--- config.mk ---
export PLATFORM = sky130hd
export DESIGN_NAME = key_activity_heatmap_core
export DESIGN_NICKNAME = d
export VERILOG_FILES = /design/src/rtl/core/kah_pkg.sv /design/src/rtl/core/kah_divider.sv /design/src/rtl/core/kah_datapath.sv /design/src/rtl/core/kah_control.sv /design/src/rtl/core/key_activity_heatmap_core.sv
export SDC_FILE = /design/constraint.sdc
export NUM_CORES = 2
export LEC_CHECK = 0
export BUFFER_PORTS_ARGS = -buffer_cell sky130_fd_sc_hd__buf_4
export CELL_PAD_IN_SITES_DETAIL_PLACEMENT = 0
export CELL_PAD_IN_SITES_GLOBAL_PLACEMENT = 1
export CORE_UTILIZATION = 47
export DETAILED_ROUTE_END_ITERATION = 10
export GPL_TIMING_DRIVEN = 0
export PLACE_DENSITY_LB_ADDON = 0.1
export SYNTH_ARGS = -nofsm -noshare
export SYNTH_HDL_FRONTEND = slang
export SYNTH_SLANG_ARGS = --single-unit
--- constraint.sdc ---
create_clock -name clock -period 11.8 [get_ports clock]
set_input_delay 1.77 -clock clock [delete_from_list [all_inputs] [get_ports clock]]
set_output_delay 1.77 -clock clock [all_outputs]
set_load 0.03 [all_outputs]
--- src/rtl/core/kah_pkg.sv ---
// Package for the key activity heat map: sizes, register indexes, modes and colour helpers.
// Depends on nothing; used by every module under rtl/core except kah_divider.
`default_nettype none
package kah_pkg;
   localparam int unsigned MaxRows    = 4;
   localparam int unsigned MaxCols    = 16;
   localparam int unsigned Entries    = MaxRows * MaxCols;
   localparam int unsigned IdxW       = 6;
   localparam int unsigned DefRows    = 4;
   localparam int unsigned DefCols    = 16;

   localparam logic [15:0] UpdFreqRst   = 16'd1;
   localparam logic [7:0]  PeakLimRst   = 8'd191;
   localparam logic [15:0] TotalLimRst  = 16'd16000;

   localparam logic [1:0] RegUpdFreq  = 2'd0;
   localparam logic [1:0] RegPeakLim  = 2'd1;
   localparam logic [1:0] RegTotalLim = 2'd2;

   localparam logic [1:0] ModeKey    = 2'd0;
   localparam logic [1:0] ModeLoop   = 2'd1;
   localparam logic [1:0] ModeRender = 2'd2;

   typedef struct packed {
      logic clear_step;
      logic load_key;
      logic key_inc;
      logic halve_step;
      logic halve_done;
      logic div_start;
      logic emit;
      logic load_idx;
      logic next_idx;
   } kah_cmd_type;

   typedef struct packed {
      logic over_limit;
      logic div_done;
      logic idx_last;
   } kah_stat_type;

   // tenths value of a stop for a channel
   function automatic logic [3:0] stop_val(input logic [1:0] s, input logic [1:0] ch);
      logic [3:0] v;
      v = 4'd3;
      unique case (s)
         2'd0: v = 4'd3;
         2'd1: v = (ch == 2'd1) ? 4'd10 : 4'd3;
         2'd2: v = (ch == 2'd2) ? 4'd3 : 4'd10;
         default: v = (ch == 2'd0) ? 4'd10 : 4'd3;
      endcase
      return v;
   endfunction
endpackage
`default_nettype wire

--- src/rtl/core/kah_divider.sv ---
// Restoring divider for the fraction count*3*65536 / total, one quotient bit per cycle.
// Does not use kah_pkg; standalone.
`default_nettype none
module kah_divider (
   input  wire logic        clock,
   input  wire logic        reset,
   input  wire logic        start,
   input  wire logic [25:0] dividend,
   input  wire logic [15:0] divisor,
   output logic             done,
   output logic [17:0]      quotient
);
   logic [25:0] quo_ff, quo_in;
   logic [16:0] rem_ff, rem_in;
   logic [15:0] den_ff;
   logic [4:0]  cnt_ff, cnt_in;
   logic        run_ff, run_in;
   logic        done_ff, done_in;
   logic [16:0] trial;
   logic [17:0] diff;

   always_comb begin
      trial   = {rem_ff[15:0], quo_ff[25]};
      diff    = {1'b0, trial} - {2'b00, den_ff};
      quo_in  = quo_ff;
      rem_in  = rem_ff;
      cnt_in  = cnt_ff;
      run_in  = run_ff;
      done_in = 1'b0;
      if (start) begin
         quo_in = dividend;
         rem_in = '0;
         cnt_in = 5'd0;
         run_in = 1'b1;
      end else if (run_ff) begin
         if (!diff[17]) begin
            rem_in = diff[16:0];
            quo_in = {quo_ff[24:0], 1'b1};
         end else begin
            rem_in = trial;
            quo_in = {quo_ff[24:0], 1'b0};
         end
         cnt_in = cnt_ff + 5'd1;
         if (cnt_ff == 5'd25) begin
            run_in  = 1'b0;
            done_in = 1'b1;
         end
      end
   end

   always_ff @(posedge clock) begin
      if (start) den_ff <= divisor;
      quo_ff <= quo_in;
      rem_ff <= rem_in;
      cnt_ff <= cnt_in;
      if (reset) begin
         run_ff  <= 1'b0;
         done_ff <= 1'b0;
      end else begin
         run_ff  <= run_in;
         done_ff <= done_in;
      end
   end

   assign done     = done_ff;
   assign quotient = quo_ff[17:0];
endmodule
`default_nettype wire

--- src/rtl/core/kah_datapath.sv ---
// Datapath of the heat map: count table, total, peak, sweep index, colour output.
// Depends on kah_pkg and kah_divider.
`default_nettype none
module kah_datapath #(
   parameter int unsigned KEY_ROWS = kah_pkg::DefRows,
   parameter int unsigned KEY_COLS = kah_pkg::DefCols
) (
   input  wire logic                 clock,
   input  wire logic                 reset,
   input  wire kah_pkg::kah_cmd_type cmd,
   output kah_pkg::kah_stat_type     stat,
   input  wire logic [1:0]           key_row,
   input  wire logic [3:0]           key_col,
   input  wire logic [7:0]           peak_limit,
   input  wire logic [15:0]          total_limit,
   output logic                      rsp_valid,
   output logic [1:0]                rsp_led_row,
   output logic [3:0]                rsp_led_col,
   output logic [7:0]                rsp_red,
   output logic [7:0]                rsp_green,
   output logic [7:0]                rsp_blue,
   output logic                      rsp_last
);
   localparam logic [1:0] LastRow = 2'(KEY_ROWS - 1);
   localparam logic [3:0] LastCol = 4'(KEY_COLS - 1);

   logic [7:0]  cnt_mem [kah_pkg::Entries];
   logic [15:0] total_ff;
   logic [7:0]  peak_ff;
   logic [15:0] sum_ff;
   logic [7:0]  hpk_ff;
   logic [1:0]  row_ff;
   logic [3:0]  col_ff;
   logic [7:0]  rd_ff;
   logic [5:0]  key_idx, swp_idx, rd_addr;
   logic [7:0]  half;
   logic [16:0] sum_add;
   logic [7:0]  kinc;
   logic        key_ok;
   logic [15:0] den;
   logic        dstart_ff;
   logic        ddone;
   logic [17:0] quo;
   logic [1:0]  i1;
   logic [1:0]  i2;
   logic [15:0] frac;
   logic [7:0]  ch [3];
   logic        vld_ff;
   logic [7:0]  r_ff, g_ff, b_ff;
   logic [1:0]  orow_ff;
   logic [3:0]  ocol_ff;
   logic        olast_ff;

   assign key_idx = {key_row, key_col};
   assign swp_idx = {row_ff, col_ff};
   assign rd_addr = cmd.load_key ? key_idx : swp_idx;
   assign half    = rd_ff >> 1;
   assign sum_add = {1'b0, sum_ff} + {9'd0, half};
   assign kinc    = (rd_ff == 8'hFF) ? rd_ff : rd_ff + 8'd1;
   assign key_ok  = cmd.key_inc && (row_ff <= LastRow) && (col_ff <= LastCol);
   assign den     = (total_ff == 16'd0) ? 16'd1 : total_ff;

   kah_divider u_div (
      .clock(clock), .reset(reset), .start(dstart_ff),
      .dividend({1'b0, rd_ff, 17'd0} + {2'b00, rd_ff, 16'd0}),
      .divisor(den), .done(ddone), .quotient(quo)
   );

   always_comb begin
      i1   = 2'd0;
      i2   = 2'd0;
      frac = 16'd0;
      if (rd_ff == 8'd0) begin
         i1 = 2'd0;
         i2 = 2'd0;
      end else if ({8'd0, rd_ff} >= den) begin
         i1 = 2'd3;
         i2 = 2'd3;
      end else begin
         i1   = (quo[17:16] > 2'd2) ? 2'd2 : quo[17:16];
         i2   = i1 + 2'd1;
         frac = quo[15:0];
      end
   end

   for (genvar k = 0; k < 3; k++) begin : g_ch
      logic signed [5:0]  a_s, b_s;
      logic signed [22:0] num, num_ff;
      logic [27:0]        prod;
      logic [11:0]        tens;
      logic [27:0]        scl;
      always_comb begin
         a_s  = $signed({2'b00, kah_pkg::stop_val(i1, 2'(k))});
         b_s  = $signed({2'b00, kah_pkg::stop_val(i2, 2'(k))});
         num  = $signed({a_s, 16'd0}) + 23'((b_s - a_s) * $signed({1'b0, frac}));
         prod = 28'(num_ff[21:0]) * 28'd255;
         tens = prod[27:16];
         scl  = 28'(tens) * 28'd52429;
         ch[k] = (num_ff < 0) ? 8'd0 : scl[26:19];
      end
      always_ff @(posedge clock) begin
         num_ff <= num;
      end
   end

   always_ff @(posedge clock) begin
      rd_ff <= cnt_mem[rd_addr];
      if (cmd.clear_step) begin
         cnt_mem[swp_idx] <= 8'd0;
      end else if (key_ok) begin
         cnt_mem[swp_idx] <= kinc;
      end else if (cmd.halve_step) begin
         cnt_mem[swp_idx] <= half;
      end
   end

   always_ff @(posedge clock) begin
      if (reset) begin
         row_ff <= 2'd0;
         col_ff <= 4'd0;
      end else if (cmd.load_idx) begin
         row_ff <= 2'd0;
         col_ff <= 4'd0;
      end else if (cmd.load_key) begin
         row_ff <= key_row;
         col_ff <= key_col;
      end else if (cmd.next_idx) begin
         if (col_ff == LastCol) begin
            col_ff <= 4'd0;
            row_ff <= row_ff + 2'd1;
         end else begin
            col_ff <= col_ff + 4'd1;
         end
      end
      if (cmd.load_idx) begin
         sum_ff <= 16'd0;
         hpk_ff <= 8'd0;
      end else if (cmd.halve_step) begin
         sum_ff <= sum_add[16] ? 16'hFFFF : sum_add[15:0];
         if (half > hpk_ff) hpk_ff <= half;
      end
      r_ff     <= ch[0];
      g_ff     <= ch[1];
      b_ff     <= ch[2];
      orow_ff  <= row_ff;
      ocol_ff  <= col_ff;
      olast_ff <= stat.idx_last;
      if (reset) begin
         total_ff  <= 16'd0;
         peak_ff   <= 8'd0;
         vld_ff    <= 1'b0;
         dstart_ff <= 1'b0;
      end else begin
         vld_ff    <= cmd.emit;
         dstart_ff <= cmd.div_start;
         if (key_ok) begin
            if (total_ff != 16'hFFFF) total_ff <= total_ff + 16'd1;
            if (kinc > peak_ff) peak_ff <= kinc;
         end else if (cmd.halve_done) begin
            total_ff <= sum_ff;
            peak_ff  <= hpk_ff;
         end
      end
   end

   assign stat.over_limit = (peak_ff > peak_limit) || (total_ff > total_limit);
   assign stat.div_done   = ddone;
   assign stat.idx_last   = (row_ff == LastRow) && (col_ff == LastCol);

   assign rsp_valid   = vld_ff;
   assign rsp_led_row = orow_ff;
   assign rsp_led_col = ocol_ff;
   assign rsp_red     = r_ff;
   assign rsp_green   = g_ff;
   assign rsp_blue    = b_ff;
   assign rsp_last    = olast_ff;
endmodule
`default_nettype wire

--- src/rtl/core/kah_control.sv ---
// Controller of the heat map: clear sweep, key update, halving sweep, render sweep.
// Depends on kah_pkg.
`default_nettype none
module kah_control (
   input  wire logic                  clock,
   input  wire logic                  reset,
   input  wire logic                  start,
   input  wire logic [1:0]            mode,
   input  wire logic                  is_synthetic,
   input  wire logic                  fresh_press,
   input  wire logic [1:0]            key_row,
   input  wire logic [3:0]            key_col,
   input  wire logic [15:0]           update_frequency,
   input  wire kah_pkg::kah_stat_type stat,
   output kah_pkg::kah_cmd_type       cmd,
   output logic                       busy
);
   typedef enum logic [3:0] {
      ST_CLEAR, ST_IDLE, ST_K_WR, ST_H_RD, ST_H_WR, ST_H_END,
      ST_R_RD, ST_R_DIV, ST_R_WAIT, ST_R_EMIT
   } state_type;

   state_type   state_ff, state_in;
   logic [15:0] frame_ff, frame_in;
   logic [15:0] fnext;
   logic        accept;

   assign accept = start && (state_ff == ST_IDLE);
   assign busy   = (state_ff != ST_IDLE);
   assign fnext  = frame_ff + 16'd1;

   always_comb begin
      state_in = state_ff;
      frame_in = frame_ff;
      cmd      = '0;
      unique case (state_ff)
         ST_CLEAR: begin
            cmd.clear_step = 1'b1;
            cmd.next_idx   = 1'b1;
            if (stat.idx_last) state_in = ST_IDLE;
         end
         ST_IDLE: begin
            if (accept) begin
               priority if (mode == kah_pkg::ModeKey) begin
                  if (fresh_press &&
                      !(is_synthetic && key_row == 2'd0 && key_col == 4'd0)) begin
                     cmd.load_key = 1'b1;
                     state_in     = ST_K_WR;
                  end
               end else if (mode == kah_pkg::ModeLoop) begin
                  if (stat.over_limit) begin
                     cmd.load_idx = 1'b1;
                     state_in     = ST_H_RD;
                  end
               end else if (mode == kah_pkg::ModeRender) begin
                  if (fnext < update_frequency) begin
                     frame_in = fnext;
                  end else begin
                     frame_in     = 16'd0;
                     cmd.load_idx = 1'b1;
                     state_in     = ST_R_RD;
                  end
               end else begin
                  state_in = ST_IDLE;
               end
            end
         end
         ST_K_WR: begin
            cmd.key_inc = 1'b1;
            state_in    = ST_IDLE;
         end
         ST_H_RD: state_in = ST_H_WR;
         ST_H_WR: begin
            cmd.halve_step = 1'b1;
            cmd.next_idx   = !stat.idx_last;
            state_in       = stat.idx_last ? ST_H_END : ST_H_RD;
         end
         ST_H_END: begin
            cmd.halve_done = 1'b1;
            state_in       = ST_IDLE;
         end
         ST_R_RD: state_in = ST_R_DIV;
         ST_R_DIV: begin
            cmd.div_start = 1'b1;
            state_in      = ST_R_WAIT;
         end
         ST_R_WAIT: if (stat.div_done) state_in = ST_R_EMIT;
         ST_R_EMIT: begin
            cmd.emit     = 1'b1;
            cmd.next_idx = !stat.idx_last;
            state_in     = stat.idx_last ? ST_IDLE : ST_R_RD;
         end
         default: state_in = ST_IDLE;
      endcase
   end

   always_ff @(posedge clock) begin
      if (reset) begin
         state_ff <= ST_CLEAR;
         frame_ff <= 16'd0;
      end else begin
         state_ff <= state_in;
         frame_ff <= frame_in;
      end
   end
endmodule
`default_nettype wire

--- src/rtl/core/key_activity_heatmap_core.sv ---
// Key activity heat map top level: controller, datapath and configuration registers.
// Key items pass through ST_K_WR when counted and are dropped in ST_IDLE; loop items
// sweep ST_H_RD and ST_H_WR per key, then ST_H_END, when halving; one item in flight at a time.
// Every update_frequency-th render item emits one colour per key, each after a divider run.
// Results are strobed on rsp_valid for one cycle; the receiver cannot stall.
// Synchronous reset; the count table is then cleared key by key in ST_CLEAR, busy high.
`default_nettype none
module key_activity_heatmap_core #(
   parameter int unsigned KEY_ROWS = kah_pkg::DefRows,
   parameter int unsigned KEY_COLS = kah_pkg::DefCols
) (
   input  wire logic        clock,
   input  wire logic        reset,
   input  wire logic        start,
   output logic             busy,
   input  wire logic [1:0]  req_mode,
   input  wire logic [1:0]  req_key_row,
   input  wire logic [3:0]  req_key_col,
   input  wire logic        req_is_synthetic,
   input  wire logic        req_fresh_press,
   output logic             rsp_valid,
   output logic [1:0]       rsp_led_row,
   output logic [3:0]       rsp_led_col,
   output logic [7:0]       rsp_red,
   output logic [7:0]       rsp_green,
   output logic [7:0]       rsp_blue,
   output logic             rsp_last,
   input  wire logic        csr_valid,
   output logic             csr_ready,
   input  wire logic [1:0]  csr_index,
   input  wire logic [15:0] csr_wdata
);
   kah_pkg::kah_cmd_type  cmd;
   kah_pkg::kah_stat_type stat;
   logic [15:0] upd_ff;
   logic [7:0]  plim_ff;
   logic [15:0] tlim_ff;

   assign csr_ready = 1'b1;

   always_ff @(posedge clock) begin
      if (reset) begin
         upd_ff  <= kah_pkg::UpdFreqRst;
         plim_ff <= kah_pkg::PeakLimRst;
         tlim_ff <= kah_pkg::TotalLimRst;
      end else if (csr_valid) begin
         if (csr_index == kah_pkg::RegUpdFreq)  upd_ff  <= csr_wdata;
         if (csr_index == kah_pkg::RegPeakLim)  plim_ff <= csr_wdata[7:0];
         if (csr_index == kah_pkg::RegTotalLim) tlim_ff <= csr_wdata;
      end
   end

   kah_control u_ctrl (
      .clock(clock), .reset(reset), .start(start), .mode(req_mode),
      .is_synthetic(req_is_synthetic), .fresh_press(req_fresh_press),
      .key_row(req_key_row), .key_col(req_key_col),
      .update_frequency(upd_ff), .stat(stat), .cmd(cmd), .busy(busy)
   );

   kah_datapath #(.KEY_ROWS(KEY_ROWS), .KEY_COLS(KEY_COLS)) u_dp (
      .clock(clock), .reset(reset), .cmd(cmd), .stat(stat),
      .key_row(req_key_row), .key_col(req_key_col),
      .peak_limit(plim_ff), .total_limit(tlim_ff),
      .rsp_valid(rsp_valid), .rsp_led_row(rsp_led_row), .rsp_led_col(rsp_led_col),
      .rsp_red(rsp_red), .rsp_green(rsp_green), .rsp_blue(rsp_blue),
      .rsp_last(rsp_last)
   );
endmodule
`default_nettype wire
Word level (Yosys, flattened, before mapping) --
Memory sizes are Yosys's and may differ from the RTL's. A register that Yosys moved wholly into a read port is not among the register bits. Index checks and enable logic that the tools add are counted. W data, S select, Z words.
Word-level totals: bits in registers 249, memory bits (writable) 512, bits of input ports 32, output and inout bits 34, logic and storage cells 210, memories 1
Operators by class: add/subtract/negate cells 14, multipliers 6, order comparisons 11, equality and inequality tests 31, muxes and demuxes 77, bitwise logic cells 5, reduce and logical (&&, ||, !) cells 39
Memory list:
- u_dp.cnt_mem | depth 64, width 8, rd ports 1, clocked after Yosys merged registers in 1, write ports 1, RTL line kah_datapath.sv:27 | logic [7:0] cnt_mem [kah_pkg::Entries];
Operator list (count):
- $mux W16 | 9
- $mux W4 | 16
- $mul A22 B8 Y28 const B | 2
- $mul A12 B16 Y27 const B | 2
- $mux W26 | 2
- $mux W8 | 6
- $add A21 B23 Y23 | 2
- $lt A23 B1 Y1 const B | 2
- $mul A23 B17 Y23 | 2
- $add A16 B1 Y16 const B | 2
- $pmux W4 S8 | 1
- $mux W1 | 31
- $add A25 B24 Y26 | 1
- $sub A17 B16 Y18 | 1
- $add A16 B7 Y17 | 1
- $eq A4 B3 Y1 const B | 4
- $ge A8 B16 Y1 | 1
- $gt A16 B16 Y1 | 1
- $gt A8 B8 Y1 | 2
- $logic_not A16 Y1 | 1
- $lt A16 B16 Y1 | 1
- $mux W2 | 8
- $ne A16 B16 Y1 const B | 1
- $reduce_and A2 Y1 | 7
- other kinds (38) | 77

Depth between registers and ports, before layout --
word-level depth 11, mapped depth 37, mapped depth without buffers 37

By module --
A second synthesis with hierarchy kept.
Unflattened totals: cell total of the unflattened synthesis 4377, area, all modules 50986.4 sq um
Modules (own cells, without submodules):
- kah_datapath | instances 1, cells an instance 3626, area an instance 43892.1 sq um
- kah_divider | instances 1, cells an instance 326, area an instance 3540.9 sq um
- kah_control | instances 1, cells an instance 258, area an instance 1850.5 sq um
- key_activity_heatmap_core | instances 1, cells an instance 167, area an instance 1702.9 sq um

Least setup slack after synthesis --
OpenSTA, ideal clock, no wires.
kind register to register, start reg u_dp.g_ch[1].num_ff[2], end reg u_dp.g_ff[7] (netlist: u_dp.rsp_green[7]), setup time 0.115 ns, arrival time 8.717 ns, required time 11.685 ns, slack 2.968 ns, cell stages (with the launch flop) 37, buffers on the path 0, clock period less this slack 8.832 ns, cell sequence dfxtp_1 -> inv_1 -> fa_1 -> fa_1 -> inv_1 -> fa_1 -> inv_1 -> fa_1 -> inv_1 -> ha_1 -> o21a_1 -> o21ai_0 -> a211oi_1 -> o2111ai_1 -> a31oi_1 -> a211oi_1 -> o21bai_1 -> a21oi_1 -> xor2_1 -> ha_1 -> fa_1 -> inv_1 -> fa_1 -> inv_1 -> fa_1 -> inv_1 -> fa_1 -> ha_1 -> a2111oi_0 -> nand2b_1 -> a21oi_1 -> o21ai_0 -> a311oi_1 -> o31ai_1 -> a21oi_1 -> xnor2_1 -> nor2_1
On the way: cells in the longest elaborated chain, start to end 2, elaborated cells between the ends (all ways) 3, classes of those cells mul: 2; order compare: 1
RTL lines:
- start: declaration | RTL line kah_datapath.sv:88 | logic signed [22:0] num, num_ff;
- start signal: assignment | RTL line kah_datapath.sv:102 | num_ff <= num;
- $mul A22 B8 Y28 | RTL line kah_datapath.sv:96 | prod = 28'(num_ff[21:0]) * 28'd255;
- $mul A12 B16 Y27 | RTL line kah_datapath.sv:98 | scl = 28'(tens) * 28'd52429;
- end signal: assignment | RTL line kah_datapath.sv:143 | g_ff <= ch[1];
- end: declaration | RTL line kah_datapath.sv:49 | logic [7:0] r_ff, g_ff, b_ff;
Parallel ways exist; a longest one is shown, timed or not. A chain may end at the register's enable or synchronous reset.

Final worst setup path --
Same ends and word-level chain as after synthesis.

==> results by group <==
Setup path
  • Arrival time at the worst endpoint: 10930 ps
  • Reg-to-Reg Start: u_dp.g_ch[1].num_ff[2]
  • Standard cell with the maximum stage delay on the critical path: a2111oi_0
  • Most common cell on crit path: fa_1
  • Minimum setup slack among reg-to-reg paths: 1410 ps
  • Type of the worst setup path: reg -> reg
  • Crit path largest cell delay: 710 ps
  • Critical path required time: 12340 ps
  • Kind of capture point of the worst setup path: flop
  • Largest fanout on the critical path: 5
  • Kind of launch point of the worst setup path: flop
  • R2R cell count: 36
  • Worst r2r dst: u_dp.rsp_green[7]

Timing
  • Post-route fraction of the period consumed by the critical path: 0.8805
  • Max-slew violations: 0
  • RSZ-0062 raised after global routing: false
  • Worst slew margin relative to its limit: 0.1596
  • Actual transition at the worst max-transition pin: 1251 ps
  • Final-report setup violation count: 0
  • Upper clock frequency limit: 96.24 MHz
  • Final Hold Viols: 0
  • Setup TNS: 0 ps
  • Final min period: 10390 ps
  • Final clock skew: 62.67 ps

CTS
  • Clock transition at path regs: 60 ps
  • Clock root buffer: clkbuf_16
  • Hold buffers post-CTS: 0
  • Later-pin clock latency in the skew report: 710 ps
  • Total setup buffers inserted after CTS: 0
  • Count of clock tree sinks: 769
  • Maximum level of the CTS H-tree: 3
  • CTS tree: built
  • Number of buffers created by CTS: 88
  • Number of buffers on the longest clock path: 3
  • Cts repair resizes: 0

Drt
  • Antenna Violating Nets Remaining: 0
  • DRC violations left: 0
  • Uppermost layer routed: met4
  • TritonRoute pass-1 iters: 5
  • Via total after detailed routing: 35468
  • Amount of wire on met3 after detailed routing: 6105 microns
  • Met2 wire len: 62850 microns
  • Average wire per cell in the routed design: 20.30 microns
  • Post-detailed-routing wire length: 131000 microns
  • Routed length on met1: 57610 microns
  • Detailed router's first-iteration violation count: 2605
  • Vias per cell: 5.498

Logic synthesis
  • Cell with the most instances after synthesis: inv_1
  • Post-synth top area cell: edfxtp_1
  • Number of flops mapped to enable cells by yosys: 554
  • Sequential element share of the synthesized area: 0.4122
  • Post-synthesis async set-or-reset flop share: 0
  • Number of unique standard cell types used by synthesis: 80
  • Syn avg cell area: 10.56 sq um
  • Most common flop cell mapped by yosys: edfxtp_1
  • Synth Cell Area: 0.05080 sq mm
  • Number of warnings reported in the yosys synthesis log: 0
  • Cell count after synthesis: 4811
  • Ranking of synthesized cells by instance count: inv_1 (666), edfxtp_1 (554), nand2_1 (553), ha_1 (427), fa_1 (375)
  • Post-synthesis register bit count: 769
  • Most area-consuming cells after synthesis: edfxtp_1 (33%), fa_1 (15%), ha_1 (11%)
  • Fraction of post-synthesis cell area in the top cell type by area: 0.3275

Placement
  • Placed wire-length estimate after detailed placement: 100100 microns
  • Buffers added on ports: 55
  • Global placement routability congestion: 0.8623

Min path
  • Hold crit path type: reg -> reg
  • Endpoint of the worst hold-timing path: upd_ff[14]
  • Worst Hold Launch: upd_ff[14]
  • Number of cells on the worst hold path: 2

Die
  • Number of rows created at floorplan: 120
  • Die extent in x: 330.8 microns
  • CORE AREA: 0.1071 sq mm
  • Initial standard-cell utilization of the core: 0.4745
  • Height of the die: 330.8 microns
  • Count of pins on the block boundary: 66
  • Die ar.: 0.1094 sq mm

Finish
  • Nets@finish: 5812
  • Area growth from synthesis to layout: 10.97%
  • Filler cells: 9765
  • Layout cell share with drive strength beyond 1: 0.06223

GRT
  • Initial antenna violation count: 0
  • Sum of overflow across all layers after global routing: 0
  • Wire length of the first global-routing pass: 203400 microns
  • Number of global-route vias before repair: 35478
  • Pin count of the biggest net entering global routing: 66
  • GR Util All Layers: 0.2429

Status
  • Outcome: finished, final reports clean

Job
  • Max Cap Violations: 0
==> flip-flops by register name, indices dropped and copies added, names as in the netlist, 16 cells and up <==
signal,cells
u_dp.u_div.den_ff,16
u_dp.sum_ff,16
tlim_ff,16
u_dp.u_div.rem_ff,16
u_ctrl.frame_ff,16
u_dp.cnt_mem,512
u_dp.total_ff,16
u_dp.u_div.quo_ff,26
u_dp.g_ch.num_ff,46
upd_ff,16
==> cells in the final DEF (no fill, tap or decap), drive strengths merged, types with 41 or more instances in the layout <==
master,instances
nand2,554
and3,182
dfxtp,215
inv,668
nor3,65
a211oi,123
nor2,226
a21oi,197
a311oi,100
xnor2,97
nand3,124
fa,375
buf,150
ha,427
o21ai,155
clkbuf,272
xor2,41
edfxtp,554
==> metrics by stage <==
stage	hold WS, ps	cell area [sq um]	setup WS (ps)	instances	utilization
global placement	444.1	52990	1444	6276	0.4950
global route	467.1	56370	736.3	6449	0.5265
detailed placement	447.5	53430	1324	6291	0.4991
CTS	456.2	56370	1277	6449	0.5265
finish	456.5	56370	1410	6451	0.5266
floorplan	329.0	50820	2968	4818	-
==> layout make-up <==
| cell class | count | area (sq um) | area share |
|---|---|---|---|
| multi-input combinational | 3150 | 26430 | 0.4688 |
| sequential | 769 | 20940 | 0.3715 |
| inverter | 666 | 2500 | 0.04435 |
| clock buffer | 119 | 2486 | 0.04410 |
| tap | 1403 | 1755 | 0.03114 |
| buffer | 233 | 1040 | 0.01844 |
| timing repair buffer | 70 | 765.7 | 0.01358 |
| clock inverter | 39 | 452.9 | 0.008035 |
| antenna | 2 | 5.005 | 0.00008878 |
==> worst max-delay path, delay by kind of cell, from the launching register on <==
kind                       cells  cell delay (ps)
adders and majority gates     11             4780
AOI/OAI and AO/OA             14             4010
DFF                            1              450
buffers and inverters          7              440
xor gates and xnor gates       2              370
and+or+nand+nor                2              210
==> metal layers <==
| metal | vias to the layer above | global-route usage |
|---|---|---|
| met5 | - | 0 |
| met4 | 0 | 0.08475 |
| met3 | 229 | 0.02635 |
| met2 | 864 | 0.4067 |
| met1 | 17395 | 0.3273 |
| li1 | 16980 | - |
==> worst max path at each step <==
stage	endpoint	from
floorplan	u_dp.rsp_green[7]	u_dp.g_ch[1].num_ff[2]
global placement	u_dp.rsp_green[7]	u_dp.g_ch[1].num_ff[2]
detailed placement	u_dp.rsp_green[7]	u_dp.g_ch[1].num_ff[2]
CTS	u_dp.rsp_green[7]	u_dp.g_ch[1].num_ff[2]
global route	u_dp.rsp_green[7]	u_dp.g_ch[1].num_ff[2]
finish	u_dp.rsp_green[7]	u_dp.g_ch[1].num_ff[2]
==> logic make-up (layout without fill, tap and decap cells) <==
family / Yosys count / after routing / share of synthesized area
xor+xnor: 139 / 139 / 0.02424
other cells: 2 / 11 / 0.0001478
simple gates: 1312 / 1312 / 0.1201
flops: 769 / 769 / 0.4122
mux: 25 / 25 / 0.005296
buf+inv: 899 / 1127 / 0.06968
compound gates: 863 / 863 / 0.1154
fa+ha+maj: 802 / 802 / 0.2530
Power is not shown: default switching activity piles up to over one toggle a cycle in this logic, so the estimate is an artifact.
